==> src/wpd_pkg.sv <==
// Shared widths, register indexes, reset values and the result type of the peak decimator.
package wpd_pkg;

  localparam int unsigned MAX_CHANNELS_DEF = 8;

  localparam int unsigned SAMPLE_W    = 16;
  localparam int unsigned PEAK_W      = 16;
  localparam int unsigned CHANNEL_W   = 3;
  localparam int unsigned BIN_W       = 16;
  localparam int unsigned COUNT_W     = 4;
  localparam int unsigned CFG_INDEX_W = 4;
  localparam int unsigned CFG_DATA_W  = 16;
  localparam int unsigned OUT_DEPTH   = 4;

  localparam logic [CFG_INDEX_W-1:0] REG_SAMPLES_PER_BIN = CFG_INDEX_W'(0);
  localparam logic [CFG_INDEX_W-1:0] REG_CHANNEL_COUNT   = CFG_INDEX_W'(1);

  localparam logic [BIN_W-1:0]   SAMPLES_PER_BIN_RST = BIN_W'(256);
  localparam logic [COUNT_W-1:0] CHANNEL_COUNT_RST   = COUNT_W'(1);

  typedef struct packed {
    logic [CHANNEL_W-1:0] channel;
    logic [PEAK_W-1:0]    peak;
    logic                 last_of_bin;
  } peak_item_t;

endpackage

==> src/wpd_in_if.sv <==
// Sample stream channel: valid/ready with one interleaved sample per transaction.
interface wpd_in_if import wpd_pkg::*; ();
  logic                       valid;
  logic                       ready;
  logic signed [SAMPLE_W-1:0] sample;
  logic                       start_req;

  modport source (output valid, sample, start_req, input ready);
  modport sink   (input valid, sample, start_req, output ready);
endinterface

==> src/wpd_out_if.sv <==
// Peak result channel: valid/ready with one channel peak per transaction.
interface wpd_out_if import wpd_pkg::*; ();
  logic                 valid;
  logic                 ready;
  logic [CHANNEL_W-1:0] channel;
  logic [PEAK_W-1:0]    peak;
  logic                 last_of_bin;

  modport source (output valid, channel, peak, last_of_bin, input ready);
  modport sink   (input valid, channel, peak, last_of_bin, output ready);
endinterface

==> src/wpd_ram.sv <==
// Generic single-write, single-read RAM with registered read data.
module wpd_ram #(
  parameter int unsigned WIDTH = 16,
  parameter int unsigned DEPTH = 8,
  localparam int unsigned AW   = (DEPTH > 1) ? $clog2(DEPTH) : 1
) (
  input  logic             clk,
  input  logic             we,
  input  logic [AW-1:0]    waddr,
  input  logic [WIDTH-1:0] wdata,
  input  logic [AW-1:0]    raddr,
  output logic [WIDTH-1:0] rdata
);

  logic [WIDTH-1:0] mem [DEPTH];

  always_ff @(posedge clk) begin
    if (we) begin
      mem[waddr] <= wdata;
    end
    rdata <= mem[raddr];
  end

endmodule

==> src/wpd_fifo.sv <==
// Small result queue that parts the peak readout from the output handshake.
module wpd_fifo import wpd_pkg::*; #(
  parameter int unsigned DEPTH = OUT_DEPTH,
  localparam int unsigned PW   = (DEPTH > 1) ? $clog2(DEPTH) : 1,
  localparam int unsigned LW   = $clog2(DEPTH + 1)
) (
  input  logic            clk,
  input  logic            rst,
  input  logic            push,
  input  peak_item_t      push_data,
  output logic [LW-1:0]   level,
  wpd_out_if.source       out
);

  peak_item_t      entries [DEPTH];
  logic [PW-1:0]   rd_ptr;
  logic [PW-1:0]   wr_ptr;
  logic            pop;

  assign pop = out.valid && out.ready;

  always_ff @(posedge clk) begin
    if (rst) begin
      rd_ptr <= '0;
      wr_ptr <= '0;
      level  <= '0;
    end else begin
      if (push) begin
        wr_ptr <= (wr_ptr == PW'(DEPTH - 1)) ? '0 : wr_ptr + PW'(1);
      end
      if (pop) begin
        rd_ptr <= (rd_ptr == PW'(DEPTH - 1)) ? '0 : rd_ptr + PW'(1);
      end
      level <= level + LW'(push) - LW'(pop);
    end
  end

  always_ff @(posedge clk) begin
    if (push) begin
      entries[wr_ptr] <= push_data;
    end
  end

  assign out.valid       = (level != '0);
  assign out.channel     = entries[rd_ptr].channel;
  assign out.peak        = entries[rd_ptr].peak;
  assign out.last_of_bin = entries[rd_ptr].last_of_bin;

  a_no_overflow: assert property (@(posedge clk) disable iff (rst)
    push |-> (level != LW'(DEPTH)))
    else $error("result queue overflow");

endmodule

==> src/waveform_peak_decimator_unit.sv <==
// Top level of the peak-envelope decimator: config registers, two peak banks and readout.
//
// Takes one interleaved sample per clock and keeps each channel's running peak |sample| in one
// of two RAM banks (one read-modify-write per sample, with forwarding between back-to-back
// samples of the same channel). When a bin closes the banks swap: the new bin accumulates in
// the other bank while the closed bank is read out one channel per cycle while there is room
// into a 4-entry result queue; a bin's first peak goes through the readout register and the
// queue to the result port. The input stalls only when a sample that may close a bin
// arrives while the previous bin is still being read out, which happens only when the output
// side is held off; otherwise the sustained rate is one sample per clock for any channel count
// and bin length. Clearing of peaks is done by per-entry valid bits, so there is no clear sweep.
module waveform_peak_decimator_unit import wpd_pkg::*; #(
  parameter int unsigned MAX_CHANNELS = MAX_CHANNELS_DEF
) (
  input  logic                   clk,
  input  logic                   rst,
  input  logic                   cfg_write_en,
  input  logic [CFG_INDEX_W-1:0] cfg_index,
  input  logic [CFG_DATA_W-1:0]  cfg_data,
  wpd_in_if.sink                 stream,
  wpd_out_if.source              result
);

  localparam int unsigned CW = (MAX_CHANNELS > 1) ? $clog2(MAX_CHANNELS) : 1;
  localparam int unsigned NW = ($clog2(MAX_CHANNELS + 1) > COUNT_W) ?
                               $clog2(MAX_CHANNELS + 1) : COUNT_W;
  localparam int unsigned LW = $clog2(OUT_DEPTH + 1);
  localparam logic [NW-1:0] MAX_N = NW'(MAX_CHANNELS);

  // configuration
  logic [BIN_W-1:0]   samples_per_bin;
  logic [COUNT_W-1:0] channel_count;

  // bin position
  logic [CW-1:0]              channel_position;
  logic [BIN_W-1:0]           frame_position;
  logic                       active_bank;
  logic [1:0][MAX_CHANNELS-1:0] entry_valid;

  // decode
  logic               accept;
  logic [NW-1:0]      count_ext;
  logic [NW-1:0]      nch;
  logic [BIN_W-1:0]   spb;
  logic [CW-1:0]      cp;
  logic [BIN_W-1:0]   fp;
  logic               frame_close;
  logic               bin_close;
  logic               close_state;
  logic               close_fresh;
  logic               might_close;
  logic [SAMPLE_W-1:0] raw;
  logic [PEAK_W-1:0]  mag;

  // update stage
  logic               s1_v;
  logic               s1_bank;
  logic [CW-1:0]      s1_addr;
  logic [PEAK_W-1:0]  s1_mag;
  logic               s1_start;
  logic [PEAK_W-1:0]  old_peak;
  logic [PEAK_W-1:0]  new_peak;
  logic               w_en_q;
  logic               w_bank_q;
  logic [CW-1:0]      w_addr_q;
  logic [PEAK_W-1:0]  w_data_q;

  // readout
  logic               drain_busy;
  logic               drain_bank;
  logic [CW-1:0]      drain_idx;
  logic [CW-1:0]      drain_end;
  logic               drain_issue;
  logic               drain_last_issue;
  logic               drain_hit;
  logic               dq_v;
  logic               dq_bank;
  logic               dq_hit;
  logic [PEAK_W-1:0]  dq_hit_data;
  logic               dq_valid;
  logic [CW-1:0]      dq_chan;
  logic               dq_last;
  logic [LW-1:0]      fifo_level;
  peak_item_t         push_data;

  logic [CW-1:0]      ram_raddr [2];
  logic [PEAK_W-1:0]  ram_rdata [2];

  assign accept    = stream.valid && stream.ready;
  assign count_ext = NW'(channel_count);
  assign nch       = (count_ext == '0) ? NW'(1) : ((count_ext > MAX_N) ? MAX_N : count_ext);
  assign spb       = (samples_per_bin == '0) ? BIN_W'(1) : samples_per_bin;

  assign cp = stream.start_req ? '0 : channel_position;
  assign fp = stream.start_req ? '0 : frame_position;

  assign frame_close = (NW'(cp) + NW'(1)) >= nch;
  assign bin_close   = frame_close && (({1'b0, fp} + (BIN_W + 1)'(1)) >= {1'b0, spb});

  assign close_state = ((NW'(channel_position) + NW'(1)) >= nch) &&
                       (({1'b0, frame_position} + (BIN_W + 1)'(1)) >= {1'b0, spb});
  assign close_fresh = (nch == NW'(1)) && (spb == BIN_W'(1));
  assign might_close = close_state || close_fresh;

  assign raw = stream.sample;
  assign mag = raw[SAMPLE_W-1] ? PEAK_W'(~raw + SAMPLE_W'(1)) : PEAK_W'(raw);

  assign drain_issue      = drain_busy && ((fifo_level + LW'(dq_v)) < LW'(OUT_DEPTH));
  assign drain_last_issue = drain_issue && (drain_idx == drain_end);

  assign stream.ready = !(drain_busy && !drain_last_issue && might_close);

  // peak banks
  for (genvar b = 0; b < 2; b++) begin : g_bank
    assign ram_raddr[b] = (drain_busy && (drain_bank == 1'(b))) ? drain_idx : cp;

    wpd_ram #(
      .WIDTH (PEAK_W),
      .DEPTH (MAX_CHANNELS)
    ) u_bank (
      .clk   (clk),
      .we    (s1_v && (s1_bank == 1'(b))),
      .waddr (s1_addr),
      .wdata (new_peak),
      .raddr (ram_raddr[b]),
      .rdata (ram_rdata[b])
    );
  end

  always_comb begin
    if (s1_start) begin
      old_peak = '0;
    end else if (w_en_q && (w_bank_q == s1_bank) && (w_addr_q == s1_addr)) begin
      old_peak = w_data_q;
    end else if (entry_valid[s1_bank][s1_addr]) begin
      old_peak = ram_rdata[s1_bank];
    end else begin
      old_peak = '0;
    end
  end

  assign new_peak = (s1_mag > old_peak) ? s1_mag : old_peak;

  assign drain_hit = s1_v && (s1_bank == drain_bank) && (s1_addr == drain_idx);

  always_ff @(posedge clk) begin
    if (rst) begin
      samples_per_bin  <= SAMPLES_PER_BIN_RST;
      channel_count    <= CHANNEL_COUNT_RST;
      channel_position <= '0;
      frame_position   <= '0;
      active_bank      <= 1'b0;
      entry_valid      <= '0;
      s1_v             <= 1'b0;
      w_en_q           <= 1'b0;
      drain_busy       <= 1'b0;
      drain_bank       <= 1'b0;
      drain_idx        <= '0;
      drain_end        <= '0;
      dq_v             <= 1'b0;
    end else begin
      if (cfg_write_en) begin
        case (cfg_index)
          REG_SAMPLES_PER_BIN: samples_per_bin <= cfg_data[BIN_W-1:0];
          REG_CHANNEL_COUNT:   channel_count   <= cfg_data[COUNT_W-1:0];
          default: ;
        endcase
      end

      s1_v   <= accept;
      w_en_q <= s1_v;
      dq_v   <= drain_issue;

      if (s1_v) begin
        entry_valid[s1_bank][s1_addr] <= 1'b1;
      end

      // clears from the newer transaction win over the older write
      if (accept) begin
        if (stream.start_req) begin
          entry_valid[active_bank] <= '0;
        end
        if (frame_close) begin
          channel_position <= '0;
          frame_position   <= bin_close ? '0 : fp + BIN_W'(1);
        end else begin
          channel_position <= cp + CW'(1);
          frame_position   <= fp;
        end
        if (bin_close) begin
          entry_valid[~active_bank] <= '0;
          active_bank <= ~active_bank;
        end
      end

      if (accept && bin_close) begin
        drain_busy <= 1'b1;
        drain_bank <= active_bank;
        drain_idx  <= '0;
        drain_end  <= CW'(nch - NW'(1));
      end else if (drain_last_issue) begin
        drain_busy <= 1'b0;
      end else if (drain_issue) begin
        drain_idx <= drain_idx + CW'(1);
      end
    end
  end

  always_ff @(posedge clk) begin
    s1_bank     <= active_bank;
    s1_addr     <= cp;
    s1_mag      <= mag;
    s1_start    <= stream.start_req;
    w_bank_q    <= s1_bank;
    w_addr_q    <= s1_addr;
    w_data_q    <= new_peak;
    dq_bank     <= drain_bank;
    dq_hit      <= drain_hit;
    dq_hit_data <= new_peak;
    dq_valid    <= entry_valid[drain_bank][drain_idx] || drain_hit;
    dq_chan     <= drain_idx;
    dq_last     <= (drain_idx == drain_end);
  end

  always_comb begin
    push_data.channel     = CHANNEL_W'(dq_chan);
    push_data.last_of_bin = dq_last;
    if (dq_hit) begin
      push_data.peak = dq_hit_data;
    end else if (dq_valid) begin
      push_data.peak = ram_rdata[dq_bank];
    end else begin
      push_data.peak = '0;
    end
  end

  wpd_fifo #(
    .DEPTH (OUT_DEPTH)
  ) u_fifo (
    .clk       (clk),
    .rst       (rst),
    .push      (dq_v),
    .push_data (push_data),
    .level     (fifo_level),
    .out       (result)
  );

  a_close_needs_drain_slot: assert property (@(posedge clk) disable iff (rst)
    (accept && bin_close) |-> (!drain_busy || drain_last_issue))
    else $error("bin closed while previous readout still pending");

  a_banks_apart: assert property (@(posedge clk) disable iff (rst)
    drain_busy |-> (drain_bank != active_bank))
    else $error("readout bank is the accumulating bank");

  a_drain_in_range: assert property (@(posedge clk) disable iff (rst)
    drain_issue |-> (drain_idx <= drain_end))
    else $error("readout index past last channel");

endmodule

==> src/flat_wrapper.sv <==
// flat-port wrapper written by rule: the top's interface ports become plain ports
module waveform_peak_decimator_unit_flat import wpd_pkg::*;
#(
  parameter int unsigned MAX_CHANNELS = MAX_CHANNELS_DEF
)
  (clk, rst, cfg_write_en, cfg_index, cfg_data, stream_valid, stream_sample, stream_start_req, stream_ready, result_valid, result_channel, result_peak, result_last_of_bin, result_ready);
  wpd_in_if stream_i ();
  wpd_out_if result_i ();
  input  logic clk;
  input  logic rst;
  input  logic cfg_write_en;
  input  logic [CFG_INDEX_W-1:0] cfg_index;
  input  logic [CFG_DATA_W-1:0] cfg_data;
  input wire logic [$bits(stream_i.valid)-1:0] stream_valid;
  input wire logic [$bits(stream_i.sample)-1:0] stream_sample;
  input wire logic [$bits(stream_i.start_req)-1:0] stream_start_req;
  output wire logic [$bits(stream_i.ready)-1:0] stream_ready;
  output wire logic [$bits(result_i.valid)-1:0] result_valid;
  output wire logic [$bits(result_i.channel)-1:0] result_channel;
  output wire logic [$bits(result_i.peak)-1:0] result_peak;
  output wire logic [$bits(result_i.last_of_bin)-1:0] result_last_of_bin;
  input wire logic [$bits(result_i.ready)-1:0] result_ready;
  assign stream_i.valid = stream_valid;
  assign stream_i.sample = stream_sample;
  assign stream_i.start_req = stream_start_req;
  assign stream_ready = stream_i.ready;
  assign result_valid = result_i.valid;
  assign result_channel = result_i.channel;
  assign result_peak = result_i.peak;
  assign result_last_of_bin = result_i.last_of_bin;
  assign result_i.ready = result_ready;
  waveform_peak_decimator_unit #(.MAX_CHANNELS(MAX_CHANNELS)) u_core (.clk(clk), .rst(rst), .cfg_write_en(cfg_write_en), .cfg_index(cfg_index), .cfg_data(cfg_data), .stream(stream_i), .result(result_i));
endmodule
==> config.mk <==
export PLATFORM = sky130hd
export DESIGN_NAME = waveform_peak_decimator_unit_flat
export DESIGN_NICKNAME = d
export VERILOG_FILES = /design/src/wpd_pkg.sv /design/src/wpd_in_if.sv /design/src/wpd_out_if.sv /design/src/wpd_ram.sv /design/src/wpd_fifo.sv /design/src/waveform_peak_decimator_unit.sv /design/src/flat_wrapper.sv
export SDC_FILE = /design/constraint.sdc
export NUM_CORES = 1
export LEC_CHECK = 0
export BUFFER_PORTS_ARGS = -buffer_cell sky130_fd_sc_hd__buf_2
export CORE_MARGIN = 3
export CORE_UTILIZATION = 50
export DETAILED_ROUTE_END_ITERATION = 6
export PLACE_DENSITY = 0.71
export RECOVER_POWER = 25
export SETUP_SLACK_MARGIN = 0.5
export SLEW_MARGIN = 0
export SYNTH_ARGS = -nofsm -noshare
export SYNTH_HDL_FRONTEND = slang
export SYNTH_HIERARCHICAL = 1
export SYNTH_SLANG_ARGS = --single-unit
==> constraint.sdc <==
create_clock -name clk -period 5.15 [get_ports clk]
set_clock_uncertainty 0.1 [all_clocks]
set_input_delay 0.2575 -clock clk [delete_from_list [all_inputs] [get_ports clk]]
set_output_delay 0.2575 -clock clk [all_outputs]
set_load 0.1 [all_outputs]
**After elaboration in Yosys (flattened, before gate mapping)**

Memories as Yosys holds them, arrays and structs flattened. A register that Yosys moved wholly into a read port is not among the register bits.
Cells that the tools add are included.

- Logic and storage cells: 181
- Input bits: 42
- Memories: 3
- RAM bits: 336
- Flip-flop bits (word level): 122

Memories:

| name | depth | width | rd ports | clocked after memory_dff | write ports | line | text |
|---|---|---|---|---|---|---|---|
| u_core.g_bank[0].u_bank.mem | 8 | 16 | 1 | 1 | 1 | wpd_ram.sv:15 | `logic [WIDTH-1:0] mem [DEPTH];` |
| u_core.g_bank[1].u_bank.mem | 8 | 16 | 1 | 1 | 1 | wpd_ram.sv:15 |  |
| u_core.u_fifo.entries | 4 | 20 | 1 | 1 | 1 | wpd_fifo.sv:15 | `peak_item_t entries [DEPTH];` |

- Reductions and logical operators: 36
- Multiplexer cells: 58
- Equality and inequality tests: 10
- Add/subtract/negate cells: 13
- Bitwise gates (word level): 12
- Magnitude comparators: 19

Operator list:

| cell | number |
|---|---|
| two-way mux 16 bit | 23 |
| two-way mux 8 bit | 7 |
| NOT 16 bit | 3 |
| adder 16 x 1 -> 17 bit, second input constant | 2 |
| greater-or-equal comparator 17 x 16 -> 1 bit | 2 |
| adder 16 x 1 -> 16 bit, second input constant | 2 |
| bitwise AND 16 bit | 2 |
| demux 8 bit (select 1 bit) | 3 |
| logical AND 1 bit | 22 |
| == test 16 x 1 -> 1 bit, second input constant | 1 |
| > comparator 16 bit | 1 |
| logical NOT 16 bit | 1 |
| OR 16 bit | 1 |
| two-way mux 15 bit | 1 |
| two-way mux 3 bit | 4 |
| two-way mux 1 bit | 11 |
| == test 3 bit | 3 |
| adder 3 x 1 -> 4 bit, second input constant | 2 |
| == test 4 x 1 -> 1 bit, second input constant | 2 |
| greater-or-equal comparator 4 bit | 2 |
| logical NOT 4 bit | 2 |
| < comparator 1 x 2 -> 1 bit, second input constant | 4 |
| < comparator 3 x 4 -> 1 bit, second input constant | 2 |
| two-way mux 2 bit | 4 |
| other kinds (23) | 41 |

**Longest topological paths before layout**

Gate-level depths: netlist of run 1.

- Word-level depth: 16
- Mapped depth: 19
- Gate-level depth less buffers: 15

**Cells and area by module**

Netlist of run 1, hierarchy kept.

By module, submodules not included:

| module | area each (um^2) | instances | cells an instance |
|---|---|---|---|
| wpd_ram | 5293.8 | 2 | 214 |
| waveform_peak_decimator_unit | 7195.7 | 1 | 830 |
| wpd_fifo | 3354.5 | 1 | 148 |

**Worst setup path before layout of run 1**

Ideal clock, no wire load.

- Path kind: reg2reg
- Start: reg u_core.s1_addr[0]
- End: mem u_core.g_bank[0].u_bank.mem[0][10], data pin
- Stages on the path, launching flop included: 19
- Library setup time: 0.301 ns
- Slack: 0.311 ns
- Data arrival time: 4.438 ns
- Period minus slack after synthesis: 4.839 ns
- Buffers on the path: 4
- Cells stage by stage: dfxtp_1 -> buf_2 -> mux4_2 -> mux2i_1 -> mux2_2 -> clkbuf_1 -> nor3_1 -> a21oi_1 -> or2_2 -> ha_1 -> a21o_1 -> a21o_1 -> a21oi_1 -> o21ai_0 -> o21ai_0 -> o21bai_1 -> clkbuf_1 -> buf_2 -> mux2i_1

- Cells in the longest elaborated chain, start to end: 7
- Elaborated cells on any way between the ends: 9
- Those cells by class: order compare: 1; eq/ne: 1; mux: 6; reduce/logical: 1

Ends and longest elaborated chain:

| what | line | text |
|---|---|---|
| start, declared | waveform_peak_decimator_unit.sv:58 | `logic [CW-1:0] s1_addr;` |
| start signal, assigned | waveform_peak_decimator_unit.sv:211 | `s1_addr <= cp;` |
| binary-select mux 1 bit (select 3 bit) | waveform_peak_decimator_unit.sv:135 | `end else if (entry_valid[s1_bank][s1_addr]) begin` |
| two-way mux 1 bit (implied by the code) | waveform_peak_decimator_unit.sv:135 |  |
| two-way mux 16 bit | waveform_peak_decimator_unit.sv:135 |  |
| two-way mux 16 bit (*) | waveform_peak_decimator_unit.sv:133 | `end else if (w_en_q && (w_bank_q == s1_bank) && (w_addr_q == s1_addr)) begin` |
| two-way mux 16 bit (*) | waveform_peak_decimator_unit.sv:131 | `if (s1_start) begin` |
| > comparator 16 bit | waveform_peak_decimator_unit.sv:142 | `assign new_peak = (s1_mag > old_peak) ? s1_mag : old_peak;` |
| two-way mux 16 bit (*) | waveform_peak_decimator_unit.sv:142 |  |
| net u_core.new_peak[10] | waveform_peak_decimator_unit.sv:62 | `logic [PEAK_W-1:0] new_peak;` |
| end, declared | wpd_ram.sv:15 |  |

The timed path passes the listed nets; every way through them passes the cells marked *. The select of a mux whose other input is x is not followed.

**Final worst setup path of run 1**

- Start: in stream_start_req
- End: reg u_core.frame_position[1]

- Cells in the longest elaborated chain, start to end: 6
- Elaborated cells on any way between the ends: 10
- Those cells by class: add/sub: 3; order compare: 2; mux: 4; reduce/logical: 1

Ends and longest elaborated chain:

| what | line | text |
|---|---|---|
| start, declared | flat_wrapper.sv:16 | `input wire logic [$bits(stream_i.start_req)-1:0] stream_start_req;` |
| two-way mux 16 bit / two-way mux 3 bit (equally long branches) | waveform_peak_decimator_unit.sv:95, waveform_peak_decimator_unit.sv:94 |  |
| adder 16 x 1 -> 17 bit / adder 3 x 1 -> 4 bit (equally long branches) | waveform_peak_decimator_unit.sv:98, waveform_peak_decimator_unit.sv:97 |  |
| greater-or-equal comparator 17 x 16 -> 1 bit / greater-or-equal comparator 4 bit (equally long branches) | waveform_peak_decimator_unit.sv:98, waveform_peak_decimator_unit.sv:97 |  |
| logical AND 1 bit | waveform_peak_decimator_unit.sv:98 | `assign bin_close = frame_close && (({1'b0, fp} + (BIN_W + 1)'(1)) >= {1'b0, spb});` |
| two-way mux 16 bit | waveform_peak_decimator_unit.sv:185 | `frame_position <= bin_close ? '0 : fp + BIN_W'(1);` |
| two-way mux 16 bit (*) | waveform_peak_decimator_unit.sv:183 | `if (frame_close) begin` |
| end signal, assigned | waveform_peak_decimator_unit.sv:185 |  |
| end signal, assigned | waveform_peak_decimator_unit.sv:188 | `frame_position <= fp;` |
| end, declared | waveform_peak_decimator_unit.sv:36 | `logic [BIN_W-1:0] frame_position;` |

Every way passes the cells marked *; elsewhere a longest branch is shown, timed or not.
A chain may end at the register's enable or synchronous reset.

==> impl_results.html, run 1 <==
<table>
<tr><th>Metric</th><th>Value</th></tr>
<tr><th colspan="2">Placed design</th></tr>
<tr><td>Buffers added on ports</td><td>63</td></tr>
<tr><td>Half-perimeter wire length after detailed placement</td><td>a little under 30 mm</td></tr>
<tr><td>Placement Setup Slack</td><td>176 ps</td></tr>
<tr><td>Cell area after placement</td><td>approximately 22000 sq um</td></tr>
<tr><td>Placed Instances</td><td>roughly 2000</td></tr>
<tr><td>Final weighted congestion of routability-driven global placement</td><td>between 0.8 and 0.9</td></tr>
<tr><th colspan="2">Timing</th></tr>
<tr><td>Total count of max-transition violations in the final report</td><td>93</td></tr>
<tr><td>Worst slew slack as a fraction of its limit</td><td>-0.0978</td></tr>
<tr><td>Period utilisation layout</td><td>0.875</td></tr>
<tr><td>Smallest hold slack</td><td>about 88 ps</td></tr>
<tr><td>Slew at the pin closest to its max-slew limit</td><td>1650 ps</td></tr>
<tr><td>Number of endpoints failing setup at the final stage</td><td>0</td></tr>
<tr><td>RSZ-0062 raised after global routing</td><td>yes</td></tr>
<tr><td>Total negative slack for setup checks</td><td>0 ps</td></tr>
<tr><td>Timing-limited maximum frequency</td><td>0.222 GHz</td></tr>
<tr><td>Fin. Hold Viols</td><td>0</td></tr>
<tr><td>Setup ws final</td><td>643 ps</td></tr>
<tr><td>Final critical path time including I/O delays and setup</td><td>between 4000 and 5000 ps</td></tr>
<tr><th colspan="2">Yosys</th></tr>
<tr><td>Syn Nets</td><td>roughly 1500</td></tr>
<tr><td>Fraction of the yosys area taken by sequential cells</td><td>0.625</td></tr>
<tr><td>Gate Count Post-Synth</td><td>between 1000 and 1500</td></tr>
<tr><td>Synth Area per Inst</td><td>~15 sq um</td></tr>
<tr><td>Post-synthesis instance area</td><td>21100 sq um</td></tr>
<tr><td>Post-synth top flop</td><td>sky130_fd_sc_hd__edfxtp_1</td></tr>
<tr><td>Netlist cell types</td><td>66</td></tr>
<tr><td>EDFF count, synth</td><td>between 300 and 400</td></tr>
<tr><td>Yosys Warn Count</td><td>6</td></tr>
<tr><td>Post-synth ARST share</td><td>0</td></tr>
<tr><td>Register bit total from synthesis</td><td>about 490</td></tr>
<tr><th colspan="2">CTS</th></tr>
<tr><td>Maximum clock path buffer count</td><td>3</td></tr>
<tr><td>Reg clk slew, reported paths</td><td>around 60 ps</td></tr>
<tr><td>H-Tree Depth</td><td>2</td></tr>
<tr><td>Root buf cell</td><td>sky130_fd_sc_hd__clkbuf_16</td></tr>
<tr><td>Number of clock buffers inserted by TritonCTS</td><td>between 40 and 50</td></tr>
<tr><td>Clock network latency to the later pin of the worst-skew pair</td><td>590 ps</td></tr>
<tr><td>TritonCTS clock tree</td><td>yes</td></tr>
<tr><td># clock sinks</td><td>between 400 and 500</td></tr>
<tr><th colspan="2">Floorplan</th></tr>
<tr><td>Die boundary height</td><td>212 um</td></tr>
<tr><td>Die footprint</td><td>roughly 45000 sq um</td></tr>
<tr><td>Initial Util</td><td>0.512</td></tr>
<tr><td>Die width</td><td>about 210 um</td></tr>
<tr><td>Row count</td><td>74</td></tr>
<tr><td>Core region area</td><td>around 41000 sq um</td></tr>
<tr><td>Top-level port count</td><td>64</td></tr>
<tr><th colspan="2">Finish</th></tr>
<tr><td>Post-layout net count</td><td>1655</td></tr>
<tr><td>Area overhead of the layout relative to synthesis</td><td>15.6%</td></tr>
<tr><td>Commonest non-fill, non-tap cells in the layout</td><td>sky130_fd_sc_hd__edfxtp_1 (336), sky130_fd_sc_hd__dfxtp_1 (152), sky130_fd_sc_hd__nand2_1 (93), sky130_fd_sc_hd__ha_1 (71), sky130_fd_sc_hd__a21oi_1 (68)</td></tr>
<tr><td>Fraction of layout cells with a size suffix above 1</td><td>0.190</td></tr>
<tr><td>Most common cell after layout, fill and taps aside</td><td>sky130_fd_sc_hd__edfxtp_1</td></tr>
<tr><td>Non-filler instance count after layout</td><td>between 2000 and 2500</td></tr>
<tr><td>Post-route core utilization</td><td>0.592</td></tr>
<tr><td>Final Cell Area</td><td>24400 sq um</td></tr>
<tr><td>Diode count</td><td>0</td></tr>
<tr><th colspan="2">Setup path</th></tr>
<tr><td>Crit path kind</td><td>in -&gt; reg</td></tr>
<tr><td>Cell with the biggest individual delay on the critical path</td><td>sky130_fd_sc_hd__clkbuf_1</td></tr>
<tr><td>R2R Path Start</td><td>u_core/s1_bank$_DFF_P_</td></tr>
<tr><td>Kind of cell adding the most delay to the critical path</td><td>buffers and inverters</td></tr>
<tr><td>Depth of the worst register-to-register path</td><td>16</td></tr>
<tr><td>Nature of the critical path endpoint</td><td>flop</td></tr>
<tr><td>Most frequent cell on the critical path</td><td>sky130_fd_sc_hd__clkbuf_1</td></tr>
<tr><td>Sequence of cells on the critical path</td><td>dlygate4sd3_1 &gt; clkbuf_1 &gt; clkbuf_1 &gt; inv_1 &gt; nand2_1 &gt; xnor2_1 &gt; ha_1 &gt; o211ai_1 &gt; o21ai_1 &gt; a221oi_1 &gt; o311ai_2 &gt; or3_1 &gt; nor2_2 &gt; a22o_1</td></tr>
<tr><td>Sort of element at the start of the critical path</td><td>input port</td></tr>
<tr><td>Endpoint required time on the critical path</td><td>around 5600 ps</td></tr>
<tr><td>Endpoint of the most critical register-to-register path</td><td>u_core/g_bank[0].u_bank/mem[1][10]$_DFFE_PP_</td></tr>
<tr><td>Critical Path Fanout Max</td><td>23</td></tr>
<tr><td>CP startpoint</td><td>stream_start_req</td></tr>
<tr><td>CP peak stage delay</td><td>880 ps</td></tr>
<tr><td>Flop2flop setup slack</td><td>770 ps</td></tr>
<tr><td>Number of buffers and inverters on the critical path</td><td>4</td></tr>
<tr><td>WP data arrival</td><td>4940 ps</td></tr>
<tr><th colspan="2">Status</th></tr>
<tr><td>Failing checks</td><td>max-capacitance violations, max-slew violations</td></tr>
<tr><td>Outcome</td><td>complete, but fails checks</td></tr>
<tr><th colspan="2">Power and ir drop</th></tr>
<tr><td>Leakage power</td><td>roughly 8.5 nW</td></tr>
<tr><td>Overall power consumption</td><td>9.64 mW</td></tr>
<tr><td>Power per cell area</td><td>394 nW/um^2</td></tr>
<tr><td>Maximum resistive drop on vdd</td><td>~0.00044 V</td></tr>
<tr><th colspan="2">Drt</th></tr>
<tr><td>Post-DRT Antenna Nets</td><td>0</td></tr>
<tr><td>Average via count per standard cell</td><td>5.86</td></tr>
<tr><td>Violation count after the first detailed-route iteration</td><td>1037</td></tr>
<tr><td>Routed wirelength normalized by instance count</td><td>around 23 um</td></tr>
<tr><td>Final routed wirelength across all metal layers</td><td>approximately 48 mm</td></tr>
<tr><td>Via count</td><td>12400</td></tr>
<tr><td>DRC violations left</td><td>0</td></tr>
<tr><td>Number of search-and-repair iterations in the first detailed-routing pass</td><td>6</td></tr>
<tr><th colspan="2">Job</th></tr>
<tr><td>Max capacitance violation total</td><td>6</td></tr>
<tr><th colspan="2">GRT</th></tr>
<tr><td>Via count of the first global-routing pass</td><td>12300</td></tr>
<tr><td>Initial antenna violation count</td><td>1</td></tr>
<tr><td>Total gr overflow</td><td>0</td></tr>
<tr><td>Maximum number of pins on one net before global-route repair</td><td>between 60 and 70</td></tr>
<tr><td>First-pass GRT wire length</td><td>roughly 73 mm</td></tr>
<tr><td>All-Layer GR Usage</td><td>0.215</td></tr>
<tr><th colspan="2">Worst hold path</th></tr>
<tr><td>Sink of the worst hold path</td><td>u_core/channel_count[0]$_SDFFE_PP1P_</td></tr>
<tr><td>Worst min-delay path category</td><td>in -&gt; reg</td></tr>
<tr><td>Hold Path Origin</td><td>cfg_index[3]</td></tr>
<tr><td>Hold path cells</td><td>4</td></tr>
</table>
[layout make-up]
type / instances / area [sq um]
fillers: 3067 / 16900
flip-flops and latches: 492 / 13200
multi-input cells: 802 / 7560
clock buffers: 58 / 1280
repair buffers: 150 / 1150
well taps: 532 / 666
clock inverters: 32 / 388
inverters: 47 / 176
[metal layers]
metal / track usage / vias up / wire [um] / part of all wire
met2: 0.352 / 413 / 23000 / 0.48
met4: 0.0649 / 0 / 1350 / 0.028
met5: 0 / - / 0 / 0
met1: 0.294 / 6195 / 20300 / 0.42
met3: 0.0451 / 97 / 3280 / 0.068
li1: - / 5667 / - / -
[cell families after synthesis]
family                   count (synthesis)  share of synthesized area
flip-flops                             492                      0.625
AND/OR/NAND/NOR                        325                     0.0781
multiplexers                           190                      0.158
AO/OA/AOI/OAI                          164                     0.0487
buffers and inverters                  112                     0.0258
adder cells (fa/ha/maj)                 72                     0.0430
XOR/XNOR                                51                     0.0218
[cells in the mapped netlist, drive strengths merged (2+ instances only)]
cell type / n / share of area
or3: 10 / 0.0030
o21ai: 40 / 0.0095
a21oi: 71 / 0.018
and3: 5 / 0.0017
xnor2: 26 / 0.011
nor4: 12 / 0.0036
mux4: 93 / 0.11
nor4b: 2 / 0.0015
mux2i: 56 / 0.027
a211o: 5 / 0.0021
o31ai: 3 / 0.0011
nand3: 14 / 0.0033
a22o: 13 / 0.0054
or3b: 2 / 0.00083
xor2: 24 / 0.0099
and4: 3 / 0.0014
nand4: 15 / 0.0044
clkbuf: 33 / 0.0060
ha: 71 / 0.042
nor3b: 2 / 0.00071
or2: 19 / 0.0056
o21a: 2 / 0.00071
o311ai: 2 / 0.0012
nand2b: 20 / 0.0059
nor2b: 15 / 0.0044
and2: 14 / 0.0041
mux2: 41 / 0.022
a211oi: 6 / 0.0030
dfxtp: 156 / 0.15
a21o: 9 / 0.0032
nor3: 49 / 0.012
a31oi: 4 / 0.0012
nor2: 49 / 0.0088
buf: 32 / 0.011
nand2: 93 / 0.017
inv: 47 / 0.0083
edfxtp: 336 / 0.48
[worst register-to-register path: cells and delay by family (launching register included)]
kind | cells | cell delay, ps
adders and majority gates | 1 | 310
buffers and inverters | 2 | 490
and+or+nand+nor | 2 | 550
DFF | 1 | 490
muxes | 4 | 1010
AOI/OAI and AO/OA | 7 | 1250
[where the power goes]
group	internal (mW)	leakage [nW]	switching [mW]
clock network	2.14	0.806	1.52
registers	4.46	4.35	0.102
logic	0.476	3.38	0.942
total	7.07	8.53	2.57
[worst max path at each step]
stage               slack (ps)  depth (start not counted)                                           end
floorplan                  400                         18  u_core/g_bank[0].u_bank/mem[0][10]$_DFFE_PP_
global placement           320                         14  u_core/g_bank[1].u_bank/mem[2][14]$_DFFE_PP_
detailed placement         180                         14  u_core/g_bank[1].u_bank/mem[2][14]$_DFFE_PP_
CTS                        520                         15   u_core/g_bank[1].u_bank/mem[5][8]$_DFFE_PP_
global route               320                         14        u_core/frame_position[10]$_SDFFE_PP0N_
finish                     640                         14         u_core/frame_position[1]$_SDFFE_PP0N_
[what timing repair did]
action                                 CTS  global route
resized for setup                        9            17
pin swaps                                0             1
hold buffers                            47             0
endpoints found under the hold margin   40             0
setup buffers                            0             6
setup endpoints to repair              167           250
[flip-flops by register name, indices dropped and copies added, names as in the netlist, 2 cells and up, named ones only]
register / flops
u_core/channel_count: 4
u_core/channel_position: 3
u_core/dq_chan: 3
u_core/dq_hit_data: 16
u_core/drain_end: 3
u_core/drain_idx: 3
u_core/entry_valid: 16
u_core/frame_position: 16
u_core/g_bank.u_bank/mem: 256
u_core/g_bank.u_bank/rdata: 32
u_core/s1_addr: 3
u_core/s1_mag: 16
u_core/samples_per_bin: 16
u_core/u_fifo/entries: 80
u_core/u_fifo/level: 3
u_core/u_fifo/rd_ptr: 2
u_core/u_fifo/wr_ptr: 2
u_core/w_addr_q: 3
(Power assumes the default switching activity.)
==> inputs of run 2 (changes only) <==
--- a/config.mk
+++ b/config.mk
@@ -7,9 +7,9 @@
 export LEC_CHECK = 0
 export BUFFER_PORTS_ARGS = -buffer_cell sky130_fd_sc_hd__buf_2
 export CORE_MARGIN = 3
-export CORE_UTILIZATION = 50
+export CORE_UTILIZATION = 56
 export DETAILED_ROUTE_END_ITERATION = 6
-export PLACE_DENSITY = 0.71
+export PLACE_DENSITY = 0.78
 export RECOVER_POWER = 25
 export SETUP_SLACK_MARGIN = 0.5
 export SLEW_MARGIN = 0
==> impl_results.html, run 2 (synthesized netlist as in run 1, its figures left out) <==
<table>
<tr><th>Metric</th><th>Value</th></tr>
<tr><th colspan="2">Status</th></tr>
<tr><td>Outcome</td><td>complete, but fails checks</td></tr>
<tr><td>Failing checks</td><td>max-capacitance violations, max-slew violations</td></tr>
<tr><th colspan="2">Setup path</th></tr>
<tr><td>R2R Path Start</td><td>u_core/s1_bank$_DFF_P_</td></tr>
<tr><td>Nature of the critical path endpoint</td><td>primary output</td></tr>
<tr><td>CP startpoint</td><td>u_core/frame_position[3]$_SDFFE_PP0N_</td></tr>
<tr><td>Critical Path Fanout Max</td><td>8 (-65%)</td></tr>
<tr><td>Sort of element at the start of the critical path</td><td>flop</td></tr>
<tr><td>WP data arrival</td><td>4050 ps (-890 ps)</td></tr>
<tr><td>Crit path kind</td><td>reg -&gt; out</td></tr>
<tr><td>Endpoint required time on the critical path</td><td>4790 ps (-790 ps)</td></tr>
<tr><th colspan="2">Drt</th></tr>
<tr><td>Post-DRT Antenna Nets</td><td>0 (unchanged)</td></tr>
<tr><td>DRC violations left</td><td>0 (unchanged)</td></tr>
<tr><td>Final routed wirelength across all metal layers</td><td>47.7 mm (-0.57%)</td></tr>
<tr><td>Routed wirelength normalized by instance count</td><td>22.9 um (+0.91%)</td></tr>
<tr><td>Via count</td><td>12600 (+1.8%)</td></tr>
<tr><td>Number of search-and-repair iterations in the first detailed-routing pass</td><td>5 (-1)</td></tr>
<tr><td>Average via count per standard cell</td><td>6.05 (+3.3%)</td></tr>
<tr><td>Violation count after the first detailed-route iteration</td><td>1239 (+19%)</td></tr>
<tr><th colspan="2">Timing</th></tr>
<tr><td>Slew at the pin closest to its max-slew limit</td><td>1540 ps (-105 ps)</td></tr>
<tr><td>RSZ-0062 raised after global routing</td><td>no</td></tr>
<tr><td>Number of endpoints failing setup at the final stage</td><td>0 (unchanged)</td></tr>
<tr><td>Total count of max-transition violations in the final report</td><td>33 (-65%)</td></tr>
<tr><td>Period utilisation layout</td><td>0.856 (-0.0192)</td></tr>
<tr><td>Worst slew slack as a fraction of its limit</td><td>-0.0279 (+0.0699)</td></tr>
<tr><td>Timing-limited maximum frequency</td><td>0.227 GHz (+2.2%)</td></tr>
<tr><td>Total negative slack for setup checks</td><td>0 ps (unchanged)</td></tr>
<tr><td>Smallest hold slack</td><td>26.5 ps (-61.1 ps)</td></tr>
<tr><td>Fin. Hold Viols</td><td>0 (unchanged)</td></tr>
<tr><td>Final critical path time including I/O delays and setup</td><td>4410 ps (-98.8 ps)</td></tr>
<tr><th colspan="2">Floorplan</th></tr>
<tr><td>Top-level port count</td><td>64 (unchanged)</td></tr>
<tr><td>Die footprint</td><td>40100 sq um (-10%)</td></tr>
<tr><td>Core region area</td><td>36900 sq um (-11%)</td></tr>
<tr><td>Initial Util</td><td>0.573 (+0.0614)</td></tr>
<tr><td>Die width</td><td>200 um (-5.4%)</td></tr>
<tr><td>Row count</td><td>70 (-5.4%)</td></tr>
<tr><td>Die boundary height</td><td>200 um (-5.4%)</td></tr>
<tr><th colspan="2">Finish</th></tr>
<tr><td>Multi-input combinational cell area</td><td>7560 sq um (about the same)</td></tr>
<tr><td>Post-layout net count</td><td>1653 (-0.12%)</td></tr>
<tr><td>Area overhead of the layout relative to synthesis</td><td>14.9%</td></tr>
<tr><td>Filler cell count in the final layout</td><td>2421 (-21%)</td></tr>
<tr><td>Area occupied by registers</td><td>13200 sq um (about the same)</td></tr>
<tr><td>Diode count</td><td>0 (unchanged)</td></tr>
<tr><td>Fraction of layout cells with a size suffix above 1</td><td>0.186 (-0.00471)</td></tr>
<tr><td>Post-route core utilization</td><td>0.658 (+0.0667)</td></tr>
<tr><td>Commonest non-fill, non-tap cells in the layout</td><td>sky130_fd_sc_hd__edfxtp_1 (336), sky130_fd_sc_hd__dfxtp_1 (153), sky130_fd_sc_hd__nand2_1 (93), sky130_fd_sc_hd__ha_1 (71), sky130_fd_sc_hd__a21oi_1 (68)</td></tr>
<tr><td>Largest register FFs</td><td>256 (unchanged)</td></tr>
<tr><td>Most common cell after layout, fill and taps aside</td><td>sky130_fd_sc_hd__edfxtp_1</td></tr>
<tr><td>Largest register by flop count</td><td>u_core/g_bank.u_bank/mem</td></tr>
<tr><td>Top flop regs</td><td>u_core/g_bank.u_bank/mem (256), u_core/u_fifo/entries (80), u_core/g_bank.u_bank/rdata (32)</td></tr>
<tr><th colspan="2">GRT</th></tr>
<tr><td>First-pass GRT wire length</td><td>74.0 mm (+1.2%)</td></tr>
<tr><td>Maximum number of pins on one net before global-route repair</td><td>65 (unchanged)</td></tr>
<tr><td>Via count of the first global-routing pass</td><td>12800 (+4.1%)</td></tr>
<tr><td>Total gr overflow</td><td>0 (unchanged)</td></tr>
<tr><td>All-Layer GR Usage</td><td>0.237 (+0.0220)</td></tr>
<tr><td>Initial antenna violation count</td><td>0 (-1)</td></tr>
<tr><th colspan="2">CTS</th></tr>
<tr><td>TritonCTS clock tree</td><td>yes</td></tr>
<tr><td># clock sinks</td><td>492 (unchanged)</td></tr>
<tr><td>Maximum clock path buffer count</td><td>3 (unchanged)</td></tr>
<tr><td>Root buf cell</td><td>sky130_fd_sc_hd__clkbuf_16</td></tr>
<tr><td>Clock network latency to the later pin of the worst-skew pair</td><td>600 ps (about the same)</td></tr>
<tr><td>Number of clock buffers inserted by TritonCTS</td><td>48 (unchanged)</td></tr>
<tr><td>Reg clk slew, reported paths</td><td>60 ps (about the same)</td></tr>
<tr><td>H-Tree Depth</td><td>2 (unchanged)</td></tr>
<tr><th colspan="2">Power and ir drop</th></tr>
<tr><td>Power per cell area</td><td>393 nW/um^2 (-0.38%)</td></tr>
<tr><td>Leakage power</td><td>8.49 nW (-0.49%)</td></tr>
<tr><td>Overall power consumption</td><td>9.54 mW (-1.0%)</td></tr>
<tr><td>Maximum resistive drop on vdd</td><td>0.000332 V (-24%)</td></tr>
<tr><th colspan="2">Placed design</th></tr>
<tr><td>Buffers added on ports</td><td>63 (unchanged)</td></tr>
<tr><td>Half-perimeter wire length after detailed placement</td><td>29.0 mm (about the same)</td></tr>
<tr><td>Final weighted congestion of routability-driven global placement</td><td>0.882 (+3.3%)</td></tr>
<tr><th colspan="2">Worst hold path</th></tr>
<tr><td>Hold Path Origin</td><td>result_ready</td></tr>
<tr><td>Worst min-delay path category</td><td>in -&gt; reg</td></tr>
<tr><th colspan="2">Job</th></tr>
<tr><td>Max capacitance violation total</td><td>3 (-3)</td></tr>
</table>
run 2: area by class of cell:
class | count | area share
Clock buffer | 61 | 0.0523
Clock inverter | 28 | 0.0140
Inverter | 47 | 0.00727
Multi-Input combinational cell | 802 | 0.311
Sequential cell | 492 | 0.544
Tap cell | 504 | 0.0260
Timing Repair Buffer | 148 | 0.0447
run 2: per-stage QoR:
stage | worst slack (ps) | instance area, sq um | cells
finish | 742 | 24300 | 2082
global route | 486 | 24300 | 2082
CTS | 495 | 24200 | 2076
detailed placement | 314 | 22100 | 1942
global placement | 439 | 22100 | 1942
floorplan | 403 | 21200 | 1406
run 2: final timing paths:
| path | cells past startpoint | to | slack, ps |
|---|---|---|---|
| worst max register to register | 15 | u_core/g_bank[1].u_bank/mem[3][0]$_DFFE_PP_ | 800 |
| worst max-delay path | 15 | stream_ready | 740 |
| worst min register to register | 0 | u_core/s1_bank$_DFF_P_ | 360 |
| worst min-delay path | 3 | u_core/u_fifo/rd_ptr[1]$_SDFFE_PP0N_ | 30 |
run 2: timing repair:
item                                   CTS  global route
setup endpoints to repair              168           205
hold buffers                            45             0
gates resized for setup                  8            14
setup buffers                            0             6
endpoints found under the hold margin   37             0
pin swaps                                0             2
run 2: power breakdown:
part / leakage [nW] / switching (mW) / internal, mW
registers: 4.34 / 0.0989 / 4.46
clock network: 0.784 / 1.50 / 2.07
logic: 3.36 / 0.949 / 0.466
run 2: worst max-delay path, stage by stage (launching register included):
cell and delay [ps]:
sky130_fd_sc_hd__dfxtp_1 430, sky130_fd_sc_hd__and4_4 270, sky130_fd_sc_hd__and3_4 240, sky130_fd_sc_hd__nand3_1 170, sky130_fd_sc_hd__nor2_1 200, sky130_fd_sc_hd__nand3_1 140
sky130_fd_sc_hd__xor2_2 210, sky130_fd_sc_hd__inv_1 70, sky130_fd_sc_hd__ha_1 310, sky130_fd_sc_hd__nand4_1 100, sky130_fd_sc_hd__nor4_1 60, sky130_fd_sc_hd__a211o_1 320
sky130_fd_sc_hd__or3b_2 480, sky130_fd_sc_hd__a21oi_1 120, sky130_fd_sc_hd__or2_2 130, sky130_fd_sc_hd__buf_6 210
run 2: metal layers:
layer  wire [um]  track usage  vias up
li1            -            -     5656
met1       19100        0.320     6312
met2       23100        0.394      517
met3        3880       0.0411      104
met4        1540       0.0848        0
met5           0            0        -
